**src/sv/tnopt_pkg.sv**
```systemverilog
// ---------------------------------------------------------------------------
// Telnet option parser package
// Protocol codes, reply constants, job and result types and the reply
// sequencing function shared by the parser modules.
// ---------------------------------------------------------------------------
package tnopt_pkg;

  localparam logic [7:0] B_IAC  = 8'd255;
  localparam logic [7:0] B_DONT = 8'd254;
  localparam logic [7:0] B_DO   = 8'd253;
  localparam logic [7:0] B_WONT = 8'd252;
  localparam logic [7:0] B_WILL = 8'd251;
  localparam logic [7:0] B_SB   = 8'd250;
  localparam logic [7:0] B_SE   = 8'd240;
  localparam logic [7:0] B_NOP  = 8'd241;
  localparam logic [7:0] B_GA   = 8'd249;

  localparam logic [7:0] OPT_BINARY = 8'd0;
  localparam logic [7:0] OPT_ECHO   = 8'd1;
  localparam logic [7:0] OPT_TTYPE  = 8'd24;
  localparam logic [7:0] OPT_NAWS   = 8'd31;

  localparam logic [7:0] COLS_WIDE   = 8'd80;
  localparam logic [7:0] COLS_NARROW = 8'd40;
  localparam logic [7:0] ROWS_ANSI   = 8'd25;
  localparam logic [7:0] ROWS_PLAIN  = 8'd24;
  localparam logic [7:0] BYTE_ZERO   = 8'd0;
  localparam logic [7:0] BYTE_ESC_FF = 8'hFF;

  localparam logic [7:0] ANSI_NAME [4] = '{8'h41, 8'h4E, 8'h53, 8'h49};
  localparam logic [7:0] VT_NAME   [4] = '{8'h56, 8'h54, 8'h35, 8'h32};

  localparam logic [1:0] CNT_FULL = 2'd3;

  localparam int IDX_W = 4;

  localparam int QUEUE_DEPTH_DEF = 4;

  localparam logic [1:0] CFG_ANSI_MODE     = 2'd0;
  localparam logic [1:0] CFG_NARROW_SCREEN = 2'd1;
  localparam logic [1:0] CFG_AUTO_DOWNLOAD = 2'd2;

  typedef enum logic [1:0] {
    PH_IDLE,
    PH_CMD,
    PH_SUB,
    PH_SUBIAC
  } phase_t;

  typedef enum logic [1:0] {
    KIND_DISPLAY,
    KIND_TX,
    KIND_EVENT
  } out_kind_t;

  typedef enum logic [1:0] {
    JOB_DISP,
    JOB_TX3,
    JOB_NAWS,
    JOB_TTYPE
  } job_kind_t;

  typedef struct packed {
    logic ansi_mode;
    logic narrow_screen;
    logic auto_download;
  } cfg_t;

  typedef struct packed {
    job_kind_t  kind;
    logic [7:0] b0;
    logic [7:0] b1;
    logic       event_req;
    logic [7:0] cols;
    logic [7:0] rows;
    logic       ansi;
    logic       echo;
  } job_t;

  typedef struct packed {
    out_kind_t  kind;
    logic [7:0] data;
    logic       last;
  } item_t;

  function automatic item_t gen_item(job_t j, logic [IDX_W-1:0] idx);
    item_t      it;
    logic [7:0] name_b;
    it.kind = KIND_TX;
    it.data = BYTE_ZERO;
    it.last = 1'b0;
    name_b  = j.ansi ? ANSI_NAME[idx[1:0]] : VT_NAME[idx[1:0]];
    case (j.kind)
      JOB_DISP: begin
        it.kind = KIND_DISPLAY;
        it.data = j.b0;
        it.last = 1'b1;
      end
      JOB_TX3: begin
        case (idx)
          4'd0: it.data = B_IAC;
          4'd1: it.data = j.b0;
          4'd2: begin
            it.data = j.b1;
            it.last = !j.event_req;
          end
          default: begin
            it.kind = KIND_EVENT;
            it.last = 1'b1;
          end
        endcase
      end
      JOB_NAWS: begin
        case (idx)
          4'd0:    it.data = B_IAC;
          4'd1:    it.data = B_WILL;
          4'd2:    it.data = OPT_NAWS;
          4'd3:    it.data = B_IAC;
          4'd4:    it.data = B_SB;
          4'd5:    it.data = OPT_NAWS;
          4'd6:    it.data = BYTE_ZERO;
          4'd7:    it.data = j.cols;
          4'd8:    it.data = BYTE_ZERO;
          4'd9:    it.data = j.rows;
          4'd10:   it.data = B_IAC;
          default: begin
            it.data = B_SE;
            it.last = 1'b1;
          end
        endcase
      end
      default: begin
        case (idx) inside
          4'd0:          it.data = B_IAC;
          4'd1:          it.data = B_SB;
          4'd2:          it.data = OPT_TTYPE;
          4'd3:          it.data = BYTE_ZERO;
          [4'd4:4'd7]:   it.data = name_b;
          4'd8:          it.data = B_IAC;
          default: begin
            it.data = B_SE;
            it.last = 1'b1;
          end
        endcase
      end
    endcase
    return it;
  endfunction

endpackage

```
**src/sv/telnet_option_parser_unit.sv**
```systemverilog
// ---------------------------------------------------------------------------
// Telnet option parser unit
// Receive-side telnet command parser with option negotiation replies.
// ---------------------------------------------------------------------------
// A received byte is taken whenever the reply queue has room, so bytes
// may arrive back to back. Results leave one per cycle, while out_stall is
// low, from a single output register: a display byte gives one result, a
// three-byte answer three (four with the file-transfer event), a terminal
// type reply ten results and a window size reply twelve. The queue of
// QUEUE_DEPTH reply jobs absorbs bursts; once it fills, in_stall rises until
// the sequencer frees an entry. Configuration writes are always accepted.
module telnet_option_parser_unit
  import tnopt_pkg::*;
#(
  parameter int QUEUE_DEPTH = QUEUE_DEPTH_DEF
) (
  input  logic       clk,
  input  logic       rst_n,
  input  logic       in_valid,
  output logic       in_stall,
  input  logic [7:0] in_rx_byte,
  input  logic       in_enter_seen,
  output logic       out_valid,
  input  logic       out_stall,
  output logic [1:0] out_kind,
  output logic [7:0] out_byte,
  output logic       out_run_last,
  output logic       out_local_echo,
  input  logic       cfg_valid,
  output logic       cfg_ready,
  input  logic [1:0] cfg_index,
  input  logic       cfg_data
);

  cfg_t cfg_r, cfg_nxt;
  logic q_push, q_full, q_pop, q_valid;
  job_t q_in, q_head;

  assign cfg_ready = 1'b1;

  always_comb begin
    cfg_nxt = cfg_r;
    if (cfg_valid && cfg_ready) begin
      unique case (cfg_index)
        CFG_ANSI_MODE:     cfg_nxt.ansi_mode     = cfg_data;
        CFG_NARROW_SCREEN: cfg_nxt.narrow_screen = cfg_data;
        CFG_AUTO_DOWNLOAD: cfg_nxt.auto_download = cfg_data;
        default:           cfg_nxt = cfg_r;
      endcase
    end
  end

  always_ff @(posedge clk) begin
    if (!rst_n) begin
      cfg_r <= '0;
    end else begin
      cfg_r <= cfg_nxt;
    end
  end

  tnopt_front u_front (
    .clk           (clk),
    .rst_n         (rst_n),
    .cfg           (cfg_r),
    .in_valid      (in_valid),
    .in_stall      (in_stall),
    .in_rx_byte    (in_rx_byte),
    .in_enter_seen (in_enter_seen),
    .q_full        (q_full),
    .q_push        (q_push),
    .q_job         (q_in)
  );

  tnopt_queue #(
    .DEPTH (QUEUE_DEPTH)
  ) u_queue (
    .clk        (clk),
    .rst_n      (rst_n),
    .push       (q_push),
    .push_job   (q_in),
    .full       (q_full),
    .pop        (q_pop),
    .head_job   (q_head),
    .head_valid (q_valid)
  );

  tnopt_back u_back (
    .clk            (clk),
    .rst_n          (rst_n),
    .job_valid      (q_valid),
    .job            (q_head),
    .job_pop        (q_pop),
    .out_valid      (out_valid),
    .out_stall      (out_stall),
    .out_kind       (out_kind),
    .out_byte       (out_byte),
    .out_run_last   (out_run_last),
    .out_local_echo (out_local_echo)
  );

endmodule

```
**src/sv/tnopt_front.sv**
```systemverilog
// ---------------------------------------------------------------------------
// Telnet option parser front end
// Accepts received bytes, tracks the command phase and the echo and download
// flags, and turns each byte that needs output into one reply job.
// ---------------------------------------------------------------------------
module tnopt_front
  import tnopt_pkg::*;
(
  input  logic       clk,
  input  logic       rst_n,
  input  cfg_t       cfg,
  input  logic       in_valid,
  output logic       in_stall,
  input  logic [7:0] in_rx_byte,
  input  logic       in_enter_seen,
  input  logic       q_full,
  output logic       q_push,
  output job_t       q_job
);

  phase_t     phase_r, phase_nxt;
  logic [1:0] cnt_r, cnt_nxt, cnt_inc;
  logic [7:0] verb_r, verb_nxt, opt_r, opt_nxt, verb_cur, opt_cur;
  logic       echo_r, echo_nxt, armed_r, armed_nxt;
  logic       accept, do_answer, is_cmd1, is_short;

  assign in_stall = q_full;
  assign accept   = in_valid && !q_full;
  assign cnt_inc  = (cnt_r == CNT_FULL) ? CNT_FULL : cnt_r + 2'd1;
  assign is_cmd1  = (cnt_r == 2'd1);
  assign is_short = (in_rx_byte >= B_NOP) && (in_rx_byte <= B_GA);

  always_comb begin
    phase_nxt = phase_r;
    if (accept) begin
      unique case (phase_r)
        PH_IDLE: begin
          if (in_rx_byte == B_IAC) begin
            phase_nxt = PH_CMD;
          end
        end
        PH_CMD: begin
          if (is_cmd1 && (in_rx_byte == B_IAC)) begin
            phase_nxt = PH_IDLE;
          end else if (is_cmd1 && is_short) begin
            phase_nxt = PH_IDLE;
          end else if (is_cmd1 && (in_rx_byte == B_SB)) begin
            phase_nxt = PH_SUB;
          end else if (cnt_inc == CNT_FULL) begin
            phase_nxt = PH_IDLE;
          end
        end
        PH_SUB: begin
          if (in_rx_byte == B_IAC) begin
            phase_nxt = PH_SUBIAC;
          end
        end
        PH_SUBIAC: begin
          phase_nxt = (in_rx_byte == B_SE) ? PH_IDLE : PH_SUB;
        end
        default: phase_nxt = PH_IDLE;
      endcase
    end
  end

  always_comb begin
    verb_cur  = verb_r;
    opt_cur   = opt_r;
    verb_nxt  = verb_r;
    opt_nxt   = opt_r;
    cnt_nxt   = cnt_r;
    echo_nxt  = echo_r;
    armed_nxt = armed_r;
    do_answer = 1'b0;
    q_push    = 1'b0;
    q_job.kind      = JOB_DISP;
    q_job.b0        = in_rx_byte;
    q_job.b1        = opt_r;
    q_job.event_req = 1'b0;
    q_job.cols      = cfg.ansi_mode ? COLS_WIDE
                    : (cfg.narrow_screen ? COLS_NARROW : COLS_WIDE);
    q_job.rows      = cfg.ansi_mode ? ROWS_ANSI : ROWS_PLAIN;
    q_job.ansi      = cfg.ansi_mode;
    if (accept) begin
      unique case (phase_r)
        PH_IDLE: begin
          if (in_rx_byte == B_IAC) begin
            cnt_nxt = 2'd1;
          end else begin
            q_push = 1'b1;
          end
        end
        PH_CMD: begin
          if (is_cmd1 && (in_rx_byte == B_IAC)) begin
            q_push   = 1'b1;
            q_job.b0 = BYTE_ESC_FF;
          end else if (is_cmd1 && is_short) begin
            cnt_nxt = cnt_r;
          end else if (is_cmd1 && (in_rx_byte == B_SB)) begin
            verb_nxt = B_SB;
            cnt_nxt  = 2'd2;
          end else begin
            if (is_cmd1) begin
              verb_cur = in_rx_byte;
            end
            if (cnt_r == 2'd2) begin
              opt_cur = in_rx_byte;
            end
            verb_nxt  = verb_cur;
            opt_nxt   = opt_cur;
            cnt_nxt   = cnt_inc;
            do_answer = (cnt_inc == CNT_FULL);
          end
        end
        PH_SUB: begin
          if (cnt_r == 2'd2) begin
            opt_nxt = in_rx_byte;
          end
          cnt_nxt = cnt_inc;
        end
        PH_SUBIAC: begin
          if (in_rx_byte == B_SE) begin
            do_answer = 1'b1;
          end else begin
            cnt_nxt = cnt_inc;
          end
        end
        default: cnt_nxt = cnt_r;
      endcase
    end
    if (do_answer) begin
      q_job.b1 = opt_cur;
      unique case (verb_cur)
        B_DO: begin
          q_push = 1'b1;
          if (opt_cur == OPT_NAWS) begin
            q_job.kind = JOB_NAWS;
          end else begin
            q_job.kind = JOB_TX3;
            q_job.b0   = ((opt_cur == OPT_TTYPE) || (opt_cur == OPT_BINARY)) ? B_WILL : B_WONT;
          end
        end
        B_WILL: begin
          q_push     = 1'b1;
          q_job.kind = JOB_TX3;
          q_job.b0   = B_DO;
          if (opt_cur == OPT_ECHO) begin
            echo_nxt = 1'b0;
          end else if (opt_cur == OPT_BINARY) begin
            if (!in_enter_seen) begin
              armed_nxt = 1'b0;
            end else begin
              q_job.event_req = cfg.auto_download && armed_r;
            end
          end
        end
        B_WONT: begin
          q_push     = 1'b1;
          q_job.kind = JOB_TX3;
          q_job.b0   = B_DONT;
          if (opt_cur == OPT_ECHO) begin
            echo_nxt = 1'b1;
          end
        end
        B_DONT: begin
          q_push     = 1'b1;
          q_job.kind = JOB_TX3;
          q_job.b0   = B_WONT;
        end
        B_SB: begin
          q_push     = (opt_cur == OPT_TTYPE);
          q_job.kind = JOB_TTYPE;
        end
        default: q_push = 1'b0;
      endcase
    end
    q_job.echo = echo_nxt;
  end

  always_ff @(posedge clk) begin
    if (!rst_n) begin
      phase_r <= PH_IDLE;
      cnt_r   <= 2'd0;
      verb_r  <= BYTE_ZERO;
      opt_r   <= BYTE_ZERO;
      echo_r  <= 1'b0;
      armed_r <= 1'b1;
    end else begin
      phase_r <= phase_nxt;
      cnt_r   <= cnt_nxt;
      verb_r  <= verb_nxt;
      opt_r   <= opt_nxt;
      echo_r  <= echo_nxt;
      armed_r <= armed_nxt;
    end
  end

endmodule

```
**src/sv/tnopt_queue.sv**
```systemverilog
// ---------------------------------------------------------------------------
// Telnet option parser job queue
// Small first-in first-out buffer of reply jobs between the front end and
// the reply sequencer.
// ---------------------------------------------------------------------------
module tnopt_queue
  import tnopt_pkg::*;
#(
  parameter int DEPTH = QUEUE_DEPTH_DEF
) (
  input  logic clk,
  input  logic rst_n,
  input  logic push,
  input  job_t push_job,
  output logic full,
  input  logic pop,
  output job_t head_job,
  output logic head_valid
);

  localparam int PTR_W = (DEPTH > 1) ? $clog2(DEPTH) : 1;
  localparam int CNT_W = $clog2(DEPTH + 1);
  localparam logic [PTR_W-1:0] PTR_LAST = PTR_W'(DEPTH - 1);
  localparam logic [CNT_W-1:0] CNT_MAX  = CNT_W'(DEPTH);

  job_t             mem [DEPTH];
  logic [PTR_W-1:0] wr_ptr_r, wr_ptr_nxt, rd_ptr_r, rd_ptr_nxt;
  logic [CNT_W-1:0] count_r, count_nxt;
  logic             do_push, do_pop;

  assign full       = (count_r == CNT_MAX);
  assign head_valid = (count_r != '0);
  assign head_job   = mem[rd_ptr_r];
  assign do_push    = push && !full;
  assign do_pop     = pop && head_valid;

  always_comb begin
    wr_ptr_nxt = wr_ptr_r;
    rd_ptr_nxt = rd_ptr_r;
    count_nxt  = count_r;
    if (do_push) begin
      wr_ptr_nxt = (wr_ptr_r == PTR_LAST) ? '0 : wr_ptr_r + PTR_W'(1);
    end
    if (do_pop) begin
      rd_ptr_nxt = (rd_ptr_r == PTR_LAST) ? '0 : rd_ptr_r + PTR_W'(1);
    end
    if (do_push && !do_pop) begin
      count_nxt = count_r + CNT_W'(1);
    end else if (do_pop && !do_push) begin
      count_nxt = count_r - CNT_W'(1);
    end
  end

  always_ff @(posedge clk) begin
    if (do_push) begin
      mem[wr_ptr_r] <= push_job;
    end
  end

  always_ff @(posedge clk) begin
    if (!rst_n) begin
      wr_ptr_r <= '0;
      rd_ptr_r <= '0;
      count_r  <= '0;
    end else begin
      wr_ptr_r <= wr_ptr_nxt;
      rd_ptr_r <= rd_ptr_nxt;
      count_r  <= count_nxt;
    end
  end

endmodule

```
**src/sv/tnopt_back.sv**
```systemverilog
// ---------------------------------------------------------------------------
// Telnet option parser reply sequencer
// Expands the job at the head of the queue into result items, one per
// cycle while out_stall is low, through a registered output stage.
// ---------------------------------------------------------------------------
module tnopt_back
  import tnopt_pkg::*;
(
  input  logic       clk,
  input  logic       rst_n,
  input  logic       job_valid,
  input  job_t       job,
  output logic       job_pop,
  output logic       out_valid,
  input  logic       out_stall,
  output logic [1:0] out_kind,
  output logic [7:0] out_byte,
  output logic       out_run_last,
  output logic       out_local_echo
);

  logic [IDX_W-1:0] idx_r, idx_nxt;
  logic             valid_r, valid_nxt;
  item_t            item, item_r;
  logic             echo_r, load;

  assign item    = gen_item(job, idx_r);
  assign load    = job_valid && (!valid_r || !out_stall);
  assign job_pop = load && item.last;

  always_comb begin
    idx_nxt   = idx_r;
    valid_nxt = valid_r && out_stall;
    if (load) begin
      valid_nxt = 1'b1;
      idx_nxt   = item.last ? '0 : idx_r + IDX_W'(1);
    end
  end

  always_ff @(posedge clk) begin
    if (!rst_n) begin
      idx_r   <= '0;
      valid_r <= 1'b0;
    end else begin
      idx_r   <= idx_nxt;
      valid_r <= valid_nxt;
    end
  end

  always_ff @(posedge clk) begin
    if (load) begin
      item_r <= item;
      echo_r <= job.echo;
    end
  end

  assign out_valid      = valid_r;
  assign out_kind       = item_r.kind;
  assign out_byte       = item_r.data;
  assign out_run_last   = item_r.last;
  assign out_local_echo = echo_r;

endmodule

```
**config.mk**
```make
export PLATFORM = sky130hd
export DESIGN_NAME = telnet_option_parser_unit
export DESIGN_NICKNAME = d
export VERILOG_FILES = /design/src/sv/tnopt_pkg.sv /design/src/sv/telnet_option_parser_unit.sv /design/src/sv/tnopt_front.sv /design/src/sv/tnopt_queue.sv /design/src/sv/tnopt_back.sv
export SDC_FILE = /design/constraint.sdc
export NUM_CORES = 1
export LEC_CHECK = 0
export BUFFER_PORTS_ARGS = -buffer_cell sky130_fd_sc_hd__buf_2
export CAP_MARGIN = 25
export CORE_UTILIZATION = 55
export CTS_BUF_LIST = sky130_fd_sc_hd__clkbuf_8 sky130_fd_sc_hd__clkbuf_16
export DETAILED_ROUTE_END_ITERATION = 8
export PLACE_DENSITY = 0.75
export SLEW_MARGIN = 20
export SYNTH_ARGS = -nofsm -noshare
export SYNTH_HDL_FRONTEND = slang
export SYNTH_SLANG_ARGS = --single-unit
```
**constraint.sdc**
```tcl
create_clock -name clk -period 3.1 [get_ports clk]
set_input_delay 0 -clock clk [delete_from_list [all_inputs] [get_ports clk]]
set_output_delay 0 -clock clk [all_outputs]
set_load 0.005 [all_outputs]
```
==> results.cfg, run 1 <==
[cells_and_area]
final_common_cell = edfxtp_1
syn2layout_area_growth_pct = 20.0
postLayoutCoreUtil_pct = 69.0
layout_common_cells = edfxtp_1, nand2_1, nor2_1
fill_cells = 886
diodes = 0
finalNetCount = 706
drive_above_1_share_pct = 27.3

[critical_path]
r2r-end = u_queue.count_r[2]$_SDFFE_PN0P_
ff2ff_path_depth = 13
cp_max_fo = 4
ff2ff_setup_slack_ps = 80
max_stage_delay_ps = 420
critical_path.startpoint = u_queue.count_r[2]$_SDFFE_PN0P_
reg2reg_from = u_queue.count_r[2]$_SDFFE_PN0P_
arrival_ps = 3370
path_class = flop to flop
cp_top_family = simple AND/OR/NAND/NOR gates
worstPathCellList = or3b_4 -> buf_4 -> nand3_2 -> a21oi_4 -> and3_2 -> o2111ai_1 -> and3_4 -> ha_4 -> inv_2 -> fa_2 -> xor2_1 -> or3_1 -> a21oi_2
worstSetupEndpointType = flop
cpMaxStageDelayCell = or3b_4
crit_path_end = u_queue.count_r[2]$_SDFFE_PN0P_
required_ps = 3440
path_depth = 13
path_buf_inv = 2
crit_path_start_kind = flop

[clocking]
cts_sinks = 143
ctsHtreeMaxLevel = 4
path_clk_slew_ps = 60
worstSkewPairLatency_ps = 410
numCtsBuffers = 17
clk_path_buf_depth = 2
cts_tree = built
cts_root_buf = clkbuf_16

[route]
drc = 0
vias = 5079
wl_mm = 15.8
drtPass1Iterations = 5
viasPerCell = 5.95
ant_nets = 0
drt-initial-drc-count = 373
drt-wirelength-per-cell_um = 18.5

[global_route]
antenna_found_initial = 0
grt_max_degree = 34
grt_usage_pct = 25.5
grt-ovfl-total = 0
grt_pass1_wl_mm = 25.0
grt_pass1_vias = 5119

[timing]
min_period_ps = 3020
fin_setup_tns_ps = 0
finalHoldViolations = 0
setup_viol = 0
clock.fmax_mhz = 331
worstMarginPinSlew_ps = 570
skew_ps = 9.20
slew_headroom_pct = 61.6
fin_crit_sh_pct = 97.5
slew_viol_final = 0

[placed_design]
dpl.hpwl_mm = 10.7
port_buffers = 30
finalWeightedCongestion = 0.946

[yosys]
synth_cells = 589
synth_top_cell_area_share_pct = 44.5
synth_cell_types = 70
ys.flop_type = edfxtp_1
synth.top_cells.by_area = edfxtp_1, dfxtp_1, mux4_2
yosys.area.top_type = edfxtp_1
syn_avg_cell_area_um2 = 11.9
synth_warnings = 0
synth.ff_latch_count = 143
synthArstFlopShare_pct = 0
synth_seq_area_share_pct = 55.6
synth_nets = 621
syn-cell-area_um2 = 7020
synth-edff-count = 104

[die]
row_count = 40
start_util_pct = 57.5
ios = 32
die_x_um = 115
die_area_um2 = 13200
die_y_um = 115
core_area_um2 = 12200

[worst_hold_path]
hold_start = in_valid
hp-class = input pin to flop

[power_and_ir_drop]
p_per_area_nw_per_um2 = 750
p_leak_nw = 3.04
total_power_mw = 6.31
ir_drop_uv = 448

[job]
cap_violations = 0

[run_status]
status = finished, final reports clean
area by class of cell:
type                       instances  area (um2)  share of cell area (%)
sequential                       143        3910                    46.4
multi-input combinational        396        3000                    35.6
tap                              168         210                    2.50
inverter                          18        70.1                   0.832
clock inverter                    14         104                    1.23
timing repair buffer              98         703                    8.35
clock buffer                      17         425                    5.05
power breakdown:
group,total [mW],switching (mW),leakage [nW],internal [mW]
clock,1.83,0.749,0.264,1.08
sequential,2.47,0.105,1.30,2.36
combinational,2.01,1.08,1.47,0.929
state kept, by name, summed over array words and instances (netlist names), named ones only:
| name | count |
|---|---|
| cfg_r | 3 |
| u_back.idx_r | 4 |
| u_back.out_byte | 8 |
| u_back.out_kind | 2 |
| u_back.out_local_echo | 1 |
| u_back.out_run_last | 1 |
| u_back.out_valid | 1 |
| u_front.armed_r | 1 |
| u_front.cnt_r | 2 |
| u_front.echo_r | 1 |
| u_front.opt_r | 8 |
| u_front.phase_r | 2 |
| u_front.verb_r | 8 |
| u_queue.count_r | 3 |
| u_queue.mem | 92 |
| u_queue.rd_ptr_r | 2 |
| u_queue.wr_ptr_r | 2 |
worst min-delay path by stage:
stage / end / slack, ps / cells past startpoint
3_3_place_gp: u_front.armed_r$_SDFFE_PN1P_ / 220 / 2
5_1_grt: u_front.cnt_r[1]$_SDFFE_PN0P_ / 40 / 5
6_report: u_front.cnt_r[1]$_SDFFE_PN0P_ / 40 / 5
4_1_cts: u_front.cnt_r[1]$_SDFFE_PN0P_ / 20 / 5
3_5_place_dp: u_front.armed_r$_SDFFE_PN1P_ / 240 / 2
2_1_floorplan: u_front.armed_r$_SDFFE_PN1P_ / 60 / 1
per-layer routing:
layer	global-route usage [%]	wire, um	share of wire [%]	vias up
li1	-	-	-	2386
met1	29.4	6530	41	2475
met2	44.0	8050	51	186
met3	7.33	802	5.1	32
met4	11.5	428	2.7	0
met5	0	0	0	-
cell families after synthesis:
kind of cell    synth area share, %
buf+inv                        3.30
mux                            11.7
other cells                  0.0534
simple gates                   13.5
flops                          55.6
fa+ha+maj                      2.78
compound gates                 12.3
xor+xnor                      0.749
worst min-delay path: cells and delay by family:
kind	cells	cell delay [ps]
compound gates	2	130
simple gates	2	140
buf+inv	1	140
cells in the mapped netlist, drive strengths merged (2+ instances only):
| cell type | count |
|---|---|
| nand3 | 21 |
| xor2 | 4 |
| o22ai | 3 |
| mux4 | 23 |
| o21bai | 6 |
| a211oi | 5 |
| nor4 | 4 |
| edfxtp | 104 |
| o21ai | 18 |
| a41oi | 4 |
| nand4 | 4 |
| nor3 | 11 |
| a221oi | 2 |
| nand2 | 55 |
| nand2b | 6 |
| o31a | 2 |
| o211ai | 3 |
| a21oi | 54 |
| ha | 14 |
| a21o | 7 |
| clkbuf | 17 |
| xnor2 | 2 |
| nor4b | 3 |
| o31ai | 2 |
| nor2 | 53 |
| mux2 | 9 |
| nand3b | 4 |
| a22oi | 8 |
| or2 | 3 |
| inv | 17 |
| and2 | 6 |
| buf | 15 |
| or3 | 6 |
| mux2i | 20 |
| a31oi | 10 |
| nor2b | 5 |
| dfxtp | 39 |
| and3 | 4 |
through the flow:
step	instance area (um2)	hold WS (ps)	setup slack, ps	std cells
detailed placement	7590	245	-83.7	800
finish	8420	44.0	78.3	854
floorplan	7050	61.9	4.08	589
global placement	7590	224	67.5	800
CTS	8330	20.9	8.43	848
global route	8420	43.1	-3.95	854
timing repair:
item	in CTS	in global routing
hold buffers	17	0
endpoints found under the hold margin	22	0
buffers inserted	0	6
setup endpoints to repair	1	3
gates resized for setup	10	14
pin swaps	4	2
Power figures use the tool's default switching activity.
==> inputs of run 2 (changes only) <==
--- a/config.mk
+++ b/config.mk
@@ -7,10 +7,9 @@
 export LEC_CHECK = 0
 export BUFFER_PORTS_ARGS = -buffer_cell sky130_fd_sc_hd__buf_2
 export CAP_MARGIN = 25
-export CORE_UTILIZATION = 55
+export CORE_UTILIZATION = 30
 export CTS_BUF_LIST = sky130_fd_sc_hd__clkbuf_8 sky130_fd_sc_hd__clkbuf_16
 export DETAILED_ROUTE_END_ITERATION = 8
-export PLACE_DENSITY = 0.75
 export SLEW_MARGIN = 20
 export SYNTH_ARGS = -nofsm -noshare
 export SYNTH_HDL_FRONTEND = slang
==> constraint.sdc (replaced) <==
create_clock -name clk -period 2.75 [get_ports clk]
set_input_delay 0 -clock clk [delete_from_list [all_inputs] [get_ports clk]]
set_output_delay 0 -clock clk [all_outputs]
set_load 0.005 [all_outputs]
==> results.cfg, run 2 (synthesis gave the netlist of run 1 again) <==
[cells_and_area]
finalNetCount = 754
top_register = u_queue.mem
final_common_cell = edfxtp_1
syn2layout_area_growth_pct = 29.5
largest_reg_flops = 92
diodes = 0
postLayoutCoreUtil_pct = 39.9
drive_above_1_share_pct = 34.8
layout_common_cells = edfxtp_1, buf_4, nor2_1

[timing]
worstMarginPinSlew_ps = 605
fin_crit_sh_pct = 104
skew_ps = 10.5
clock.fmax_mhz = 350
finalHoldViolations = 0
setup_viol = 2
slew_headroom_pct = 59.6
slew_viol_final = 0
rsz0062_at_grt = true
fin_setup_tns_ps = -168
worst_slack_ps = -104
min_period_ps = 2850

[critical_path]
max_stage_delay_ps = 440
crit_path_start_kind = flop
cpMaxStageDelayCell = or3b_4
arrival_ps = 3210
required_ps = 3100
worstPathCellList = or3b_4 -> buf_12 -> nand3_4 -> a21oi_4 -> and3_4 -> o2111ai_1 -> and3_4 -> ha_4 -> inv_2 -> fa_2 -> xor2_1 -> or3_1 -> a21oi_1
cp_max_fo = 4
path_class = flop to flop
cp_common_cell = and3_4
worstSetupEndpointType = flop

[route]
wl_met3_um = 566
maxUsedRoutingLayer = met4
dr_wl_met2_mm = 7.64
m1WireLength_mm = 7.33
wl_mm = 15.7
drc = 0
drt-wirelength-per-cell_um = 15.0
drtPass1Iterations = 5
ant_nets = 0
drt-initial-drc-count = 266
vias = 5015
viasPerCell = 4.79

[clocking]
cts_sinks = 143
ctsHtreeMaxLevel = 4
path_clk_slew_ps = 60
numCtsBuffers = 17
clk_path_buf_depth = 2
worstSkewPairLatency_ps = 420
cts_tree = built
cts_root_buf = clkbuf_16

[power_and_ir_drop]
p_sw_share_pct = 30.5
p_leak_nw = 3.35
clkPwrFrac_pct = 30.1
total_power_mw = 7.51
switchingPower_mw = 2.29
p_per_area_nw_per_um2 = 827
ir_drop_uv = 493
combPwrFrac_pct = 33.4
p_int_mw = 5.22
pwr-share-seq_pct = 36.6

[global_route]
antenna_found_initial = 0
grt_max_degree = 24
grt-ovfl-total = 0
grt_pass1_wl_mm = 25.6
grt_pass1_vias = 4976
grt_usage_pct = 13.9

[die]
die_y_um = 155
row_count = 55
die_x_um = 155
core_area_um2 = 22800
die_area_um2 = 24000
start_util_pct = 30.8
ios = 32

[placed_design]
finalWeightedCongestion = 0.910
port_buffers = 30
dpl.hpwl_mm = 11.5

[job]
cap_violations = 0

[run_status]
violations = negative setup slack
status = complete, but fails checks

[worst_hold_path]
hp-class = input pin to flop
## run 2: metal layers
metal  GRT usage, %  up-vias
met5              0        -
met4           4.29        0
met3           3.29       15
met2           23.4       84
met1           17.6     2424
li1               -     2492
## run 2: worst paths after layout
check / from / end / slack (ps) / cells after the start
setup / recovery: u_queue.count_r[1]$_SDFFE_PN0P_ / u_queue.count_r[2]$_SDFFE_PN0P_ / -100 / 13
hold / removal: in_rx_byte[4] / u_front.verb_r[4]$_SDFFE_PN0P_ / 20 / 4
setup reg to reg: u_queue.count_r[1]$_SDFFE_PN0P_ / u_queue.count_r[2]$_SDFFE_PN0P_ / -100 / 13
hold reg to reg: u_front.armed_r$_SDFFE_PN1P_ / u_front.armed_r$_SDFFE_PN1P_ / 450 / 2
## run 2: power by group through the flow
stage | combinational [mW] | clock, mW | sequential (mW)
floorplan | 1.49 | 0 | 2.79
global placement | 2.44 | 0 | 2.78
detailed placement | 2.46 | 0 | 2.79
CTS | 2.51 | 2.31 | 2.75
global route | 2.76 | 2.40 | 2.78
finish | 2.51 | 2.26 | 2.75
## run 2: layout make-up
type	count	area, um2
fill	2140	13700
sequential	143	3910
multi-input combinational	396	3020
timing repair buffer	146	1110
clock buffer	17	425
tap	313	392
clock inverter	15	160
inverter	18	70.1
## run 2: repair_timing
item / 4_1_cts / 5_1_grt
pin swaps: 5 / 0
setup endpoints to repair: 99 / 120
hold endpoints to repair: 9 / 0
gates resized for setup: 11 / 12
hold buffers: 10 / 0
setup buffers: 4 / 0
## run 2: worst max-delay path: cells and delay by family (launching register included)
| family | cells | cell delay (ps) |
|---|---|---|
| AND/OR/NAND/NOR | 5 | 1270 |
| flip-flops | 1 | 320 |
| XOR/XNOR | 1 | 160 |
| buffers and inverters | 2 | 180 |
| AO/OA/AOI/OAI | 3 | 380 |
| adder cells (fa/ha/maj) | 2 | 460 |
## run 2: stage by stage
| step | cell area, um2 | setup slack [ps] | hold WS, ps | instances |
|---|---|---|---|---|
| after floorplan | 7070 | -188 | 61.9 | 589 |
| after global placement | 8270 | -126 | 238 | 1002 |
| after detailed placement | 8270 | -184 | 242 | 1002 |
| after CTS | 9040 | -87.1 | 6.41 | 1048 |
| after global routing | 9090 | -204 | 20.5 | 1048 |
| final | 9090 | -104 | 19.8 | 1048 |
==> inputs of run 3 (changes only) <==
==> constraint.sdc (replaced) <==
create_clock -name clk -period 2.75 [get_ports clk]
set_input_delay 0.6875 -clock clk [delete_from_list [all_inputs] [get_ports clk]]
set_output_delay 0.6875 -clock clk [all_outputs]
set_load 0.005 [all_outputs]
==> results.cfg, run 3 (synthesis gave the netlist of run 1 again) <==
[cells_and_area]
largest_reg_flops = 92
final_common_cell = buf_4
stdcell_area_um2 = 9460
top_register = u_queue.mem
diodes = 0
fill_cells = 2174
postLayoutCoreUtil_pct = 41.5
finalNetCount = 784
layout.area.seq_um2 = 3910
drive_above_1_share_pct = 39.2
multi_input_area_um2 = 3100
syn2layout_area_growth_pct = 34.8
layout_common_cells = buf_4, edfxtp_1, nand2_1, nor2_1, a21oi_1

[job]
cap_violations = 0

[critical_path]
worstSetupEndpointType = flop
ff2ff_setup_slack_ps = -140
cp_max_fo = 3
arrival_ps = 3240
required_ps = 3100
ff2ff_path_depth = 13
path_class = flop to flop
r2r-end = u_queue.count_r[2]$_SDFFE_PN0P_
crit_path_start_kind = flop
reg2reg_from = u_queue.count_r[2]$_SDFFE_PN0P_

[power_and_ir_drop]
total_power_mw = 7.87
ir_drop_uv = 395
p_per_area_nw_per_um2 = 832
p_leak_nw = 3.54

[clocking]
cts_root_buf = clkbuf_16
worstSkewPairLatency_ps = 420
path_clk_slew_ps = 70
numCtsBuffers = 17
clk_path_buf_depth = 2
cts_sinks = 143
ctsHtreeMaxLevel = 4
cts_tree = built

[run_status]
status = complete, but fails checks
violations = negative setup slack

[placed_design]
dpl.hpwl_mm = 11.8
placed_cell_area_um2 = 8510
finalWeightedCongestion = 0.838
port_buffers = 30
dpl_worst_slack_ps = -527

[timing]
worst_slack_ps = -140
slew_headroom_pct = 60.4
skew_ps = 10.1
holdWs_ps = 452
clock.fmax_mhz = 346
slew_viol_final = 0
fin_crit_sh_pct = 105
worstMarginPinSlew_ps = 592
finalHoldViolations = 0
setup_viol = 2
rsz0062_at_grt = true
min_period_ps = 2890

[worst_hold_path]
hold_path_depth = 2
hp-class = flop to flop
hold_start = u_front.armed_r$_SDFFE_PN1P_
holdPathEnd = u_front.armed_r$_SDFFE_PN1P_

[global_route]
antenna_found_initial = 0
grt_max_degree = 27
grt-ovfl-total = 0
grt_pass1_wl_mm = 26.1
grt_usage_pct = 14.1
grt_pass1_vias = 5082

[route]
drt-wirelength-per-cell_um = 15.6
wl_mm = 16.8
ant_nets = 0
vias = 5125
drc = 0
drtPass1Iterations = 5
viasPerCell = 4.75
drt-initial-drc-count = 305

[die]
die_area_um2 = 24000
core_area_um2 = 22800
start_util_pct = 30.8
row_count = 55
die_x_um = 155
ios = 32
die_y_um = 155
run 3: cell types whose count changed in the layout (fill, tap and decap cells not counted), moves of 2 or more:
| cell | change |
|---|---|
| dlygate4sd3_1 | -10 |
| bufinv_16 | +2 |
| inv_6 | -2 |
| and2_2 | -2 |
| clkbuf_8 | +2 |
| buf_4 | +38 |
| o21bai_2 | -4 |
| clkinv_2 | -2 |
| clkbuf_16 | +3 |
| and2_4 | +2 |
| nor4_1 | -2 |
| o21bai_4 | +3 |
run 3: layout make-up:
type                       instances  share of cell area [%]
sequential                       143                    41.3
multi-input combinational        396                    32.8
tap                              313                    4.14
clock buffer                      19                    4.79
clock inverter                    13                    1.97
timing repair buffer             176                    14.3
inverter                          18                   0.741
run 3: metal layers:
| metal | global-route usage, % | up-vias | wire, um | part of all wire [%] |
|---|---|---|---|---|
| met5 | 0 | - | 0 | 0 |
| met4 | 4.29 | 0 | 267 | 1.6 |
| met3 | 3.26 | 20 | 562 | 3.3 |
| met2 | 23.2 | 113 | 8150 | 49 |
| met1 | 18.3 | 2451 | 7810 | 47 |
| li1 | - | 2541 | - | - |
run 3: worst max path at each step:
| stage | startpoint | to | slack [ps] |
|---|---|---|---|
| floorplan | in_rx_byte[1] | u_queue.count_r[2]$_SDFFE_PN0P_ | -440 |
| global placement | in_rx_byte[2] | u_queue.count_r[2]$_SDFFE_PN0P_ | -450 |
| detailed placement | in_rx_byte[6] | u_queue.count_r[2]$_SDFFE_PN0P_ | -530 |
| CTS | u_queue.count_r[2]$_SDFFE_PN0P_ | u_queue.count_r[2]$_SDFFE_PN0P_ | -100 |
| global route | u_queue.count_r[2]$_SDFFE_PN0P_ | u_queue.count_r[2]$_SDFFE_PN0P_ | -270 |
| finish | u_queue.count_r[2]$_SDFFE_PN0P_ | u_queue.count_r[2]$_SDFFE_PN0P_ | -140 |
run 3: what timing repair did:
action,in CTS,in global routing
gates cloned,0,3
setup endpoints to repair,94,52
hold buffers,0,0
resized for setup,13,23
pin swaps,4,4
setup buffers,7,5
run 3: worst max-delay path, cell delays in order (launching register included):
cell      delay (ps)
dfxtp_2          320
or3b_4           250
inv_4             40
or4_4            520
mux2i_2          220
a21oi_2           80
nand4b_1         100
and3_4           200
ha_4             130
inv_2             30
fa_2             330
xor2_1           160
or3_1            330
a21oi_2          120
run 3: per-stage QoR:
step	setup TNS (ps)	cells
after floorplan	-11040	589
after global placement	-34460	1032
after detailed placement	-37480	1032
after CTS	-287	1071
after global routing	-587	1078
final	-171	1078
run 3: report_power, final:
group / switching, mW / total (mW) / internal [mW]
clock network: 0.906 / 2.47 / 1.57
logic: 1.34 / 2.64 / 1.30
registers: 0.0910 / 2.75 / 2.66
